File: src/design/assert_macros.svh
// ----------------------------------------------------------------------------
// assertion macros
// shared concurrent assertion forms for the date compare design
// ----------------------------------------------------------------------------
`ifndef ASSERT_MACROS_SVH
`define ASSERT_MACROS_SVH

// same-cycle implication, checked out of reset
`define GDNC_ASSERT_IMPLY(label, clk, rst_n, cond, prop) \
    label: assert property (@(posedge clk) disable iff (!rst_n) (cond) |-> (prop)) \
        else $error("gdnc assertion failed");

// next-cycle implication, checked out of reset
`define GDNC_ASSERT_NEXT(label, clk, rst_n, cond, prop) \
    label: assert property (@(posedge clk) disable iff (!rst_n) (cond) |=> (prop)) \
        else $error("gdnc assertion failed");

`endif

File: src/design/gdnc_pkg.sv
// ----------------------------------------------------------------------------
// gdnc_pkg
// types, constants and tables for the gregorian day number compare core
// ----------------------------------------------------------------------------
package gdnc_pkg;

    localparam int unsigned DAY_W       = 5;
    localparam int unsigned MONTH_W     = 4;
    localparam int unsigned YEAR_W      = 14;
    localparam int unsigned SECOND_W    = 17;
    localparam int unsigned YY_W        = 15;
    localparam int unsigned MM_W        = 4;
    localparam int unsigned SPAN_W      = 9;
    localparam int unsigned JDN_W       = 23;
    localparam int unsigned DIFF_W      = 22;
    localparam int unsigned WEEKDAY_W   = 3;
    localparam int unsigned Q100_W      = 9;
    localparam int unsigned Q7_W        = 21;
    localparam int unsigned RECIP100_W  = 13;
    localparam int unsigned RECIP7_W    = 24;

    localparam int unsigned IN_W        = 80;
    localparam int unsigned OUT_FIELDS_W = 75;
    localparam int unsigned OUT_W       = 80;

    localparam logic [SECOND_W-1:0] MAX_SECOND  = 17'd86399;
    localparam logic [YEAR_W-1:0]   MAX_YEAR    = 14'd9999;
    localparam logic [YY_W-1:0]     YEAR_SHIFT  = 15'd4800;
    localparam logic [JDN_W:0]      JDN_OFFSET  = 24'd32045;
    // bit (month - 1) set for 31-day months, jan..dec
    localparam logic [11:0]         LONG_MONTHS = 12'b1010_1101_0101;
    localparam logic [MONTH_W-1:0]  FEBRUARY    = 4'd2;
    localparam logic [MONTH_W-1:0]  DECEMBER    = 4'd12;

    // floor(x / 100) = (x * 5243) >> 19 for x below 2**15
    localparam logic [RECIP100_W-1:0] RECIP_100 = 13'd5243;
    localparam int unsigned           SHIFT_100 = 19;
    // floor(x / 7) = (x * 9586981) >> 26 for x below 2**23
    localparam logic [RECIP7_W-1:0]   RECIP_7   = 24'd9586981;
    localparam int unsigned           SHIFT_7   = 26;

    localparam int unsigned QUEUE_DEPTH = 4;

    typedef enum logic [1:0] {
        ORDER_EARLIER = 2'd0,
        ORDER_EQUAL   = 2'd1,
        ORDER_LATER   = 2'd2
    } order_t;

    // one date after classification, march-based month and shifted year
    typedef struct packed {
        logic              ok;
        logic [DAY_W-1:0]  day;
        logic [MM_W-1:0]   mm;
        logic [YY_W-1:0]   yy;
    } date_t;

    typedef struct packed {
        date_t a;
        date_t b;
        logic  sec_lt;
        logic  sec_gt;
    } entry_t;

    // days from march 1 to the start of the march-based month
    function automatic logic [SPAN_W-1:0] month_span(input logic [MM_W-1:0] mm);
        logic [SPAN_W-1:0] r;
        case (mm)
            4'd0:    r = 9'd0;
            4'd1:    r = 9'd31;
            4'd2:    r = 9'd61;
            4'd3:    r = 9'd92;
            4'd4:    r = 9'd122;
            4'd5:    r = 9'd153;
            4'd6:    r = 9'd184;
            4'd7:    r = 9'd214;
            4'd8:    r = 9'd245;
            4'd9:    r = 9'd275;
            4'd10:   r = 9'd306;
            4'd11:   r = 9'd337;
            default: r = 9'd0;
        endcase
        return r;
    endfunction

endpackage

File: src/design/gdnc_front.sv
// ----------------------------------------------------------------------------
// gdnc_front
// accepts date pairs, runs the range checks and forms the queue entry
// ----------------------------------------------------------------------------
module gdnc_front (
    input  logic                          clk,
    input  logic                          rst_n,
    input  logic                          s_axis_tvalid,
    output logic                          s_axis_tready,
    input  logic [gdnc_pkg::IN_W-1:0]     s_axis_tdata,
    output logic                          out_valid,
    input  logic                          out_ready,
    output gdnc_pkg::entry_t              out_data
);

    localparam int unsigned PROD_W = gdnc_pkg::YEAR_W + gdnc_pkg::RECIP100_W;

    function automatic gdnc_pkg::date_t classify(
        input logic [gdnc_pkg::DAY_W-1:0]    d,
        input logic [gdnc_pkg::MONTH_W-1:0]  m,
        input logic [gdnc_pkg::YEAR_W-1:0]   y,
        input logic [gdnc_pkg::SECOND_W-1:0] s
    );
        logic [PROD_W-1:0]             prod;
        logic [7:0]                    q100;
        logic [gdnc_pkg::YEAR_W-1:0]   cent_base;
        logic                          cent;
        logic                          leap;
        logic                          mon_ok;
        logic [15:0]                   long_bits;
        logic [gdnc_pkg::MONTH_W-1:0]  idx;
        logic                          long_m;
        logic [gdnc_pkg::DAY_W-1:0]    len;
        logic                          before_mar;
        gdnc_pkg::date_t               r;
        prod      = PROD_W'(y) * PROD_W'(gdnc_pkg::RECIP_100);
        q100      = 8'(prod >> gdnc_pkg::SHIFT_100);
        cent_base = gdnc_pkg::YEAR_W'(q100) * gdnc_pkg::YEAR_W'(100);
        cent      = (y == cent_base);
        // gregorian rule: every 4th year, centuries only every 400th
        leap      = ((y[1:0] == 2'b00) && !cent) || (cent && (q100[1:0] == 2'b00));
        mon_ok    = (m != '0) && (m <= gdnc_pkg::DECEMBER);
        long_bits = {4'b0000, gdnc_pkg::LONG_MONTHS};
        idx       = m - 4'd1;
        long_m    = long_bits[idx];
        if (m == gdnc_pkg::FEBRUARY)
            len = leap ? 5'd29 : 5'd28;
        else
            len = long_m ? 5'd31 : 5'd30;
        r.ok = mon_ok && (y <= gdnc_pkg::MAX_YEAR) && (s <= gdnc_pkg::MAX_SECOND)
               && (d != '0) && (d <= len);
        // january and february count as months 10 and 11 of the year before
        before_mar = (m <= gdnc_pkg::FEBRUARY);
        r.day = d;
        r.mm  = before_mar ? (m + 4'd9) : (m - 4'd3);
        r.yy  = gdnc_pkg::YY_W'(y) + gdnc_pkg::YEAR_SHIFT - gdnc_pkg::YY_W'(before_mar);
        return r;
    endfunction

    logic [gdnc_pkg::SECOND_W-1:0] second_a;
    logic [gdnc_pkg::SECOND_W-1:0] second_b;
    logic                          accept;
    logic                          valid_reg;
    logic                          valid_next;
    gdnc_pkg::entry_t              entry_reg;
    gdnc_pkg::entry_t              entry_next;

    assign second_a = s_axis_tdata[39:23];
    assign second_b = s_axis_tdata[79:63];

    assign s_axis_tready = !valid_reg || out_ready;
    assign accept        = s_axis_tvalid && s_axis_tready;

    always_comb
    begin
        entry_next.a      = classify(s_axis_tdata[4:0], s_axis_tdata[8:5],
                                     s_axis_tdata[22:9], second_a);
        entry_next.b      = classify(s_axis_tdata[44:40], s_axis_tdata[48:45],
                                     s_axis_tdata[62:49], second_b);
        entry_next.sec_lt = (second_a < second_b);
        entry_next.sec_gt = (second_a > second_b);
    end

    always_comb
    begin
        if (accept)
            valid_next = 1'b1;
        else if (out_ready)
            valid_next = 1'b0;
        else
            valid_next = valid_reg;
    end

    always_ff @(posedge clk or negedge rst_n)
    begin
        if (!rst_n)
            valid_reg <= 1'b0;
        else
            valid_reg <= valid_next;
    end

    always_ff @(posedge clk)
    begin
        if (accept)
            entry_reg <= entry_next;
    end

    assign out_valid = valid_reg;
    assign out_data  = entry_reg;

endmodule

File: src/design/gdnc_queue.sv
// ----------------------------------------------------------------------------
// gdnc_queue
// short fifo of classified items between front and back
// ----------------------------------------------------------------------------
`include "assert_macros.svh"

module gdnc_queue #(
    parameter int unsigned DEPTH = gdnc_pkg::QUEUE_DEPTH
) (
    input  logic              clk,
    input  logic              rst_n,
    input  logic              in_valid,
    output logic              in_ready,
    input  gdnc_pkg::entry_t  in_data,
    output logic              out_valid,
    input  logic              out_ready,
    output gdnc_pkg::entry_t  out_data
);

    localparam int unsigned PTR_W = (DEPTH > 1) ? $clog2(DEPTH) : 1;
    localparam int unsigned CNT_W = $clog2(DEPTH + 1);

    gdnc_pkg::entry_t   slot_reg [DEPTH];
    logic [PTR_W-1:0]   wr_ptr_reg;
    logic [PTR_W-1:0]   wr_ptr_next;
    logic [PTR_W-1:0]   rd_ptr_reg;
    logic [PTR_W-1:0]   rd_ptr_next;
    logic [CNT_W-1:0]   count_reg;
    logic [CNT_W-1:0]   count_next;
    logic               push;
    logic               pop;

    assign in_ready  = (count_reg != CNT_W'(DEPTH));
    assign out_valid = (count_reg != '0);
    assign push      = in_valid && in_ready;
    assign pop       = out_valid && out_ready;
    assign out_data  = slot_reg[rd_ptr_reg];

    always_comb
    begin
        wr_ptr_next = wr_ptr_reg;
        rd_ptr_next = rd_ptr_reg;
        if (push)
            wr_ptr_next = (wr_ptr_reg == PTR_W'(DEPTH - 1)) ? '0 : wr_ptr_reg + 1'b1;
        if (pop)
            rd_ptr_next = (rd_ptr_reg == PTR_W'(DEPTH - 1)) ? '0 : rd_ptr_reg + 1'b1;
        count_next = count_reg + CNT_W'(push) - CNT_W'(pop);
    end

    always_ff @(posedge clk or negedge rst_n)
    begin
        if (!rst_n)
        begin
            wr_ptr_reg <= '0;
            rd_ptr_reg <= '0;
            count_reg  <= '0;
        end
        else
        begin
            wr_ptr_reg <= wr_ptr_next;
            rd_ptr_reg <= rd_ptr_next;
            count_reg  <= count_next;
        end
    end

    always_ff @(posedge clk)
    begin
        if (push)
            slot_reg[wr_ptr_reg] <= in_data;
    end

    // fill level follows pushes and pops exactly
    `GDNC_ASSERT_NEXT(queue_count_tracks, clk, rst_n, 1'b1, count_reg == $past(count_reg) + CNT_W'($past(push)) - CNT_W'($past(pop)))

endmodule

File: src/design/gdnc_back.sv
// ----------------------------------------------------------------------------
// gdnc_back
// day number, weekday, difference and order pipeline with output register
// ----------------------------------------------------------------------------
`include "assert_macros.svh"

module gdnc_back (
    input  logic                          clk,
    input  logic                          rst_n,
    input  logic                          in_valid,
    output logic                          in_ready,
    input  gdnc_pkg::entry_t              in_data,
    output logic                          m_axis_tvalid,
    input  logic                          m_axis_tready,
    output logic [gdnc_pkg::OUT_W-1:0]    m_axis_tdata
);

    localparam int unsigned P100_W = gdnc_pkg::YY_W + gdnc_pkg::RECIP100_W;
    localparam int unsigned P7_W   = gdnc_pkg::JDN_W + gdnc_pkg::RECIP7_W;
    localparam int unsigned YY4_W  = gdnc_pkg::YY_W - 2;
    localparam int unsigned SUM_W  = gdnc_pkg::JDN_W + 1;

    typedef struct packed {
        logic                          ok;
        logic [gdnc_pkg::SPAN_W-1:0]   span;
        logic [gdnc_pkg::JDN_W-1:0]    p365;
        logic [YY4_W-1:0]              yy4;
        logic [gdnc_pkg::Q100_W-1:0]   q100;
    } part_t;

    function automatic part_t split(input gdnc_pkg::date_t dt);
        logic [P100_W-1:0] prod;
        part_t             r;
        prod   = P100_W'(dt.yy) * P100_W'(gdnc_pkg::RECIP_100);
        r.ok   = dt.ok;
        r.span = gdnc_pkg::SPAN_W'(dt.day) + gdnc_pkg::month_span(dt.mm);
        r.p365 = gdnc_pkg::JDN_W'(dt.yy) * gdnc_pkg::JDN_W'(365);
        r.yy4  = YY4_W'(dt.yy >> 2);
        r.q100 = gdnc_pkg::Q100_W'(prod >> gdnc_pkg::SHIFT_100);
        return r;
    endfunction

    function automatic logic [gdnc_pkg::JDN_W-1:0] assemble(input part_t p);
        logic [SUM_W-1:0] sum;
        sum = SUM_W'(p.span) + SUM_W'(p.p365) + SUM_W'(p.yy4) - SUM_W'(p.q100)
              + SUM_W'(p.q100 >> 2) - gdnc_pkg::JDN_OFFSET;
        return p.ok ? gdnc_pkg::JDN_W'(sum) : '0;
    endfunction

    logic enable;

    // stage 1: year products and quotients
    logic   v1_reg;
    part_t  pa1_reg;
    part_t  pb1_reg;
    logic   lt1_reg;
    logic   gt1_reg;

    // stage 2: day numbers
    logic                         v2_reg;
    logic                         va2_reg;
    logic                         vb2_reg;
    logic [gdnc_pkg::JDN_W-1:0]   ja2_reg;
    logic [gdnc_pkg::JDN_W-1:0]   jb2_reg;
    logic                         lt2_reg;
    logic                         gt2_reg;

    // stage 3: weekday quotient, difference, order
    logic                         v3_reg;
    logic                         va3_reg;
    logic                         vb3_reg;
    logic [gdnc_pkg::JDN_W-1:0]   ja3_reg;
    logic [gdnc_pkg::JDN_W-1:0]   jb3_reg;
    logic [gdnc_pkg::Q7_W-1:0]    q7_reg;
    logic [gdnc_pkg::Q7_W-1:0]    q7_next;
    logic [gdnc_pkg::DIFF_W-1:0]  diff_reg;
    logic [gdnc_pkg::DIFF_W-1:0]  diff_next;
    gdnc_pkg::order_t             order_reg;
    gdnc_pkg::order_t             order_next;
    logic [P7_W-1:0]              prod7;

    // output register
    logic                            vout_reg;
    logic                            va_out_reg;
    logic                            vb_out_reg;
    logic [gdnc_pkg::JDN_W-1:0]      ja_out_reg;
    logic [gdnc_pkg::JDN_W-1:0]      jb_out_reg;
    logic [gdnc_pkg::WEEKDAY_W-1:0]  wd_out_reg;
    logic [gdnc_pkg::WEEKDAY_W-1:0]  wd_next;
    logic [gdnc_pkg::DIFF_W-1:0]     diff_out_reg;
    gdnc_pkg::order_t                order_out_reg;

    assign enable   = !vout_reg || m_axis_tready;
    assign in_ready = enable;

    always_comb
    begin
        prod7   = P7_W'(ja2_reg) * P7_W'(gdnc_pkg::RECIP_7);
        q7_next = gdnc_pkg::Q7_W'(prod7 >> gdnc_pkg::SHIFT_7);
        diff_next  = '0;
        order_next = gdnc_pkg::ORDER_EQUAL;
        if (va2_reg && vb2_reg)
        begin
            diff_next = (ja2_reg >= jb2_reg) ? gdnc_pkg::DIFF_W'(ja2_reg - jb2_reg)
                                             : gdnc_pkg::DIFF_W'(jb2_reg - ja2_reg);
            if ((ja2_reg < jb2_reg) || ((ja2_reg == jb2_reg) && lt2_reg))
                order_next = gdnc_pkg::ORDER_EARLIER;
            else if ((ja2_reg > jb2_reg) || ((ja2_reg == jb2_reg) && gt2_reg))
                order_next = gdnc_pkg::ORDER_LATER;
        end
    end

    // remainder by 7: jdn minus 7 times quotient
    assign wd_next = gdnc_pkg::WEEKDAY_W'(ja3_reg
                     - gdnc_pkg::JDN_W'(q7_reg) * gdnc_pkg::JDN_W'(7));

    always_ff @(posedge clk or negedge rst_n)
    begin
        if (!rst_n)
        begin
            v1_reg   <= 1'b0;
            v2_reg   <= 1'b0;
            v3_reg   <= 1'b0;
            vout_reg <= 1'b0;
        end
        else if (enable)
        begin
            v1_reg   <= in_valid;
            v2_reg   <= v1_reg;
            v3_reg   <= v2_reg;
            vout_reg <= v3_reg;
        end
    end

    always_ff @(posedge clk)
    begin
        if (enable)
        begin
            pa1_reg       <= split(in_data.a);
            pb1_reg       <= split(in_data.b);
            lt1_reg       <= in_data.sec_lt;
            gt1_reg       <= in_data.sec_gt;

            va2_reg       <= pa1_reg.ok;
            vb2_reg       <= pb1_reg.ok;
            ja2_reg       <= assemble(pa1_reg);
            jb2_reg       <= assemble(pb1_reg);
            lt2_reg       <= lt1_reg;
            gt2_reg       <= gt1_reg;

            va3_reg       <= va2_reg;
            vb3_reg       <= vb2_reg;
            ja3_reg       <= ja2_reg;
            jb3_reg       <= jb2_reg;
            q7_reg        <= q7_next;
            diff_reg      <= diff_next;
            order_reg     <= order_next;

            va_out_reg    <= va3_reg;
            vb_out_reg    <= vb3_reg;
            ja_out_reg    <= ja3_reg;
            jb_out_reg    <= jb3_reg;
            wd_out_reg    <= wd_next;
            diff_out_reg  <= diff_reg;
            order_out_reg <= order_reg;
        end
    end

    assign m_axis_tvalid = vout_reg;
    assign m_axis_tdata  = {(gdnc_pkg::OUT_W - gdnc_pkg::OUT_FIELDS_W)'(0),
                            order_out_reg, diff_out_reg, jb_out_reg, wd_out_reg,
                            ja_out_reg, vb_out_reg, va_out_reg};

    // an invalid date never reports a distance or an order
    `GDNC_ASSERT_IMPLY(back_invalid_neutral, clk, rst_n, vout_reg && !(va_out_reg && vb_out_reg), diff_out_reg == '0 && order_out_reg == gdnc_pkg::ORDER_EQUAL)

    // equal order implies the same day
    `GDNC_ASSERT_IMPLY(back_equal_same_day, clk, rst_n, vout_reg && order_out_reg == gdnc_pkg::ORDER_EQUAL, diff_out_reg == '0)

endmodule

File: src/design/gregorian_day_number_compare_core.sv
// ----------------------------------------------------------------------------
// gregorian_day_number_compare_core
// date pair check, julian day numbers, weekday, day distance and time order
// ----------------------------------------------------------------------------
// throughput: one item per cycle while the result side accepts, set by the back
//   pipeline stages sharing one stall enable with their output register
// reset: asynchronous, active low; clears all valid flags and queue pointers,
//   input ready is high on the first cycle after release
module gregorian_day_number_compare_core #(
    parameter int unsigned QUEUE_DEPTH = gdnc_pkg::QUEUE_DEPTH
) (
    input  logic                        clk,
    input  logic                        rst_n,
    // input item
    input  logic                        s_axis_tvalid,
    output logic                        s_axis_tready,
    // day_a, month_a, year_a, second_a, day_b, month_b, year_b, second_b
    input  logic [gdnc_pkg::IN_W-1:0]   s_axis_tdata,
    // result item
    output logic                        m_axis_tvalid,
    input  logic                        m_axis_tready,
    // valid_a, valid_b, day_number_a, weekday_a, day_number_b, day_diff,
    // order, zero pad
    output logic [gdnc_pkg::OUT_W-1:0]  m_axis_tdata
);

    // front to queue
    logic              fq_valid;
    logic              fq_ready;
    gdnc_pkg::entry_t  fq_data;

    // queue to back
    logic              qb_valid;
    logic              qb_ready;
    gdnc_pkg::entry_t  qb_data;

    // front: range checks, leap year rule, march-based month and year shift
    gdnc_front u_front (
        .clk           (clk),
        .rst_n         (rst_n),
        .s_axis_tvalid (s_axis_tvalid),
        .s_axis_tready (s_axis_tready),
        .s_axis_tdata  (s_axis_tdata),
        .out_valid     (fq_valid),
        .out_ready     (fq_ready),
        .out_data      (fq_data)
    );

    // queue decouples front acceptance from back stalls
    gdnc_queue #(
        .DEPTH (QUEUE_DEPTH)
    ) u_queue (
        .clk       (clk),
        .rst_n     (rst_n),
        .in_valid  (fq_valid),
        .in_ready  (fq_ready),
        .in_data   (fq_data),
        .out_valid (qb_valid),
        .out_ready (qb_ready),
        .out_data  (qb_data)
    );

    // back: day number assembly, weekday by reciprocal, distance and order
    gdnc_back u_back (
        .clk           (clk),
        .rst_n         (rst_n),
        .in_valid      (qb_valid),
        .in_ready      (qb_ready),
        .in_data       (qb_data),
        .m_axis_tvalid (m_axis_tvalid),
        .m_axis_tready (m_axis_tready),
        .m_axis_tdata  (m_axis_tdata)
    );

endmodule

File: config.mk
export PLATFORM = sky130hd
export DESIGN_NAME = gregorian_day_number_compare_core
export DESIGN_NICKNAME = d
export VERILOG_FILES = /design/src/design/gdnc_pkg.sv /design/src/design/gdnc_front.sv /design/src/design/gdnc_queue.sv /design/src/design/gdnc_back.sv /design/src/design/gregorian_day_number_compare_core.sv
export VERILOG_INCLUDE_DIRS = /design/src /design/src/design
export SDC_FILE = /design/constraint.sdc
export NUM_CORES = 2
export LEC_CHECK = 0
export BUFFER_PORTS_ARGS = -buffer_cell sky130_fd_sc_hd__buf_2
export CAP_MARGIN = 20
export CORE_ASPECT_RATIO = 0.8
export CORE_MARGIN = 2
export CORE_UTILIZATION = 30
export CTS_BUF_LIST = sky130_fd_sc_hd__clkbuf_4 sky130_fd_sc_hd__clkbuf_8
export CTS_CLUSTER_DIAMETER = 150
export DETAILED_ROUTE_END_ITERATION = 10
export SLEW_MARGIN = 20
export SYNTH_ARGS = -nofsm -noshare
export SYNTH_HDL_FRONTEND = slang
export SYNTH_SLANG_ARGS = --single-unit
File: constraint.sdc
create_clock -name clk -period 26.8 [get_ports clk]
set_input_delay 2.68 -clock clk [delete_from_list [all_inputs] [get_ports clk]]
set_output_delay 2.68 -clock clk [all_outputs]
set_load 0.005 [all_outputs]
==> run summary <==
Type of element launching the critical path: primary input
Initial antenna violation count: 11
Effective utilization at floorplan: 30.3%
Slew Limit Fails: 0
Predominant post-synthesis flop cell: edfxtp_1
Critical path type: primary input to register
Number of instances in the synthesized netlist: 4259
Number of different library cells in the post-synthesis netlist: 86
Number of top-level pins: 166
Worst setup slack after placement: 15.32 ns
Layout Area Growth over Synthesis: 10.7%
Net total in the final layout: 5951
Maximum root-to-sink buffer count: 3
Total clock sinks: 584
Kind of cell adding the most delay to the critical path: adder cells
Endpoints failing setup: 0
Number of global-route vias before repair: 31800
GRT Resource Usage Total: 13.0%
Reg-to-reg endpoint: u_back.pb1_reg[8]$_DFFE_PN_
Sum of negative setup slack: 0 ns
Final instance count without filler cells: 6824
HP Class: register to register
Flip-flop and latch count after synthesis: 584
Worst Skew: 0.0467 ns
Flop2flop setup slack: 19.12 ns
Logic depth of the worst register-to-register path: 21
Die height: 374 um
Post-Syn Area per Cell: 12.1 um2
Count of buffers added by post-CTS timing repair for setup: 0
Total via count in the routed design: 30700
Clock tree from TritonCTS: yes
Worst-skew pair later-pin latency: 0.79 ns
TritonRoute pass-1 iters: 5
CP required: 27.32 ns
Post-synthesis instance area: 51300 um2
Number of flip-flops in the largest register: 208
Max-Slew Margin vs Limit: 37.6%
H-tree depth: 3
Number of placed cells counting well taps: 6652
Clock edge transition at the registers on the reported setup and hold paths: 0.06 ns
Wire length of the first global-routing pass: 179000 um
Port Buf Inserts: 160
Setup slack of the critical path after layout: 16.10 ns
DRC violations left: 0
Startpoint of the worst setup timing path: s_axis_tdata[20]
Setup repair after global routing missed its margin: false
Worst setup path endpoint: u_front.out_data[51]$_DFFE_PP_
Top achievable clock speed: 93.5 MHz
Root Buffer: clkbuf_8
Share of layout cells above drive strength 1: 9.05%
Routed WL per cell: 16.4 um
Half-perimeter wire length of the detailed placement result: 91000 um
Run status: finished clean
Peak per-stage delay on the critical path: 0.54 ns
Fraction of the yosys area taken by sequential cells: 34.0%
Asr flop ratio synth: 2.05%
Startpoint of the lowest-slack register-to-register path: u_queue.rd_ptr_reg[0]$_DFFE_PN0P_
Total global routing overflow: 0
Maximum number of pins on one net before global-route repair: 173
Final hold violation count: 0
Post-cts hold buffer count: 0
Bufs and invs on worst path: 7
Critical path fanouts, max: 12
Slowest library cell on the worst path: or4_1
Core area: 170000 um2
Number of stages on the worst setup path: 35
Warnings, synthesis: 0
Placer congestion estimate: 0.883
Remaining antenna violation count after routing: 0
Utilization of the core after routing: 33.5%
Area of the die: 174000 um2
Chip width: 466 um
Post-detailed-route via-to-cell ratio: 4.50
Period minus WS final: 10.70 ns
CTS Buf Count: 95
Number of DRC violations after detailed-routing iteration 0: 1945
Worst Path Arrival: 11.22 ns
Count of flip-flops with a built-in enable after synthesis: 572
Number of violations of the max-capacitance limit: 0
Placement row count: 135
Tcrit/Tclk final: 39.9%
Critical path endpoint category: register
Total wire length: 112000 um
Post-cts sizing count: 0
Slew of the pin with the lowest slew margin: 0.937 ns
cell usage after synthesis, types with 9 or more instances:
cell	instances	area [um2]
nand2_1	99	372
buf_4	9	67.6
ha_1	878	11000
fa_1	500	10000
a211oi_1	26	195
a21o_1	76	571
mux4_2	52	1170
xnor2_1	149	1310
xor2_1	52	455
nor2_1	152	571
clkbuf_1	18	67.6
o211ai_1	15	113
or2_2	10	62.6
dfrtp_1	12	300
edfxtp_1	572	17200
nand3_1	26	130
buf_2	11	55.1
nor3_1	57	285
o21bai_1	23	173
and2_1	44	275
nor2b_1	27	169
inv_1	949	3560
o21ai_0	100	500
nand4_1	25	156
a31oi_1	23	144
or3_1	9	56.3
a21oi_1	129	646
nand2b_1	23	144
o21a_1	33	248
worst min-delay path by stage:
stage / endpoint / slack [ns] / from / cells after the start
6_report: u_back.jb_out_reg[1]$_DFFE_PN_ / 0.40 / u_back.jb3_reg[1]$_DFFE_PN_ / 0
5_1_grt: u_back.ja_out_reg[17]$_DFFE_PN_ / 0.41 / u_back.ja3_reg[17]$_DFFE_PN_ / 0
4_1_cts: u_back.jb_out_reg[1]$_DFFE_PN_ / 0.40 / u_back.jb3_reg[1]$_DFFE_PN_ / 0
3_5_place_dp: u_back.ja_out_reg[17]$_DFFE_PN_ / 0.40 / u_back.ja3_reg[17]$_DFFE_PN_ / 0
3_3_place_gp: u_back.ja_out_reg[21]$_DFFE_PN_ / 0.41 / u_back.ja3_reg[21]$_DFFE_PN_ / 0
2_1_floorplan: u_back.diff_out_reg[0]$_DFFE_PN_ / 0.40 / u_back.diff_reg[0]$_SDFFCE_PN0N_ / 0
final cells by class:
cell class / count / area [um2]
Clock buffer: 126 / 1570
Multi-Input combinational cell: 2683 / 30100
Timing Repair Buffer: 175 / 926
Clock inverter: 45 / 377
Sequential cell: 584 / 17500
Antenna cell: 1 / 2.50
Tap cell: 2260 / 2830
Inverter: 950 / 3570
Fill cell: 16900 / 113000
logic make-up after synthesis:
kind of cell | count (synthesis) | synth area share [%]
other | 1 | 0.00731
buffers and inverters | 996 | 7.39
and+or+nand+nor | 514 | 4.96
AOI/OAI and AO/OA | 521 | 6.74
muxes | 64 | 2.53
xor gates and xnor gates | 201 | 3.43
DFF | 584 | 34.0
adders and majority gates | 1378 | 40.9
layer usage:
layer  track usage, %  vias up  part of all wire (%)
met3             2.27      135                   5.0
met2             19.7      630                    43
met5                0        -                 0.062
met4             2.64       10                   1.6
li1                 -    14900                     -
met1             19.5    15100                    50
metrics by stage:
step | hold WS (ns) | area (um2)
global placement | 0.405 | 54900
detailed placement | 0.405 | 54900
global route | 0.413 | 56900
finish | 0.400 | 56900
floorplan | 0.400 | 51300
CTS | 0.396 | 56800
layout by cell type (no fill, tap or decap), types with 57 or more instances in the layout:
cell type / instances
edfxtp_1: 572
a21oi_1: 129
buf_2: 160
o21ai_0: 100
xnor2_1: 149
fa_1: 500
clkbuf_8: 100
ha_1: 878
nor2_1: 152
inv_1: 949
nand2_1: 99
a21o_1: 76
nor3_1: 57
Power is left out: the tool's default activity adds up to more than one toggle a clock period on the data nets, which glitch-free logic cannot reach.
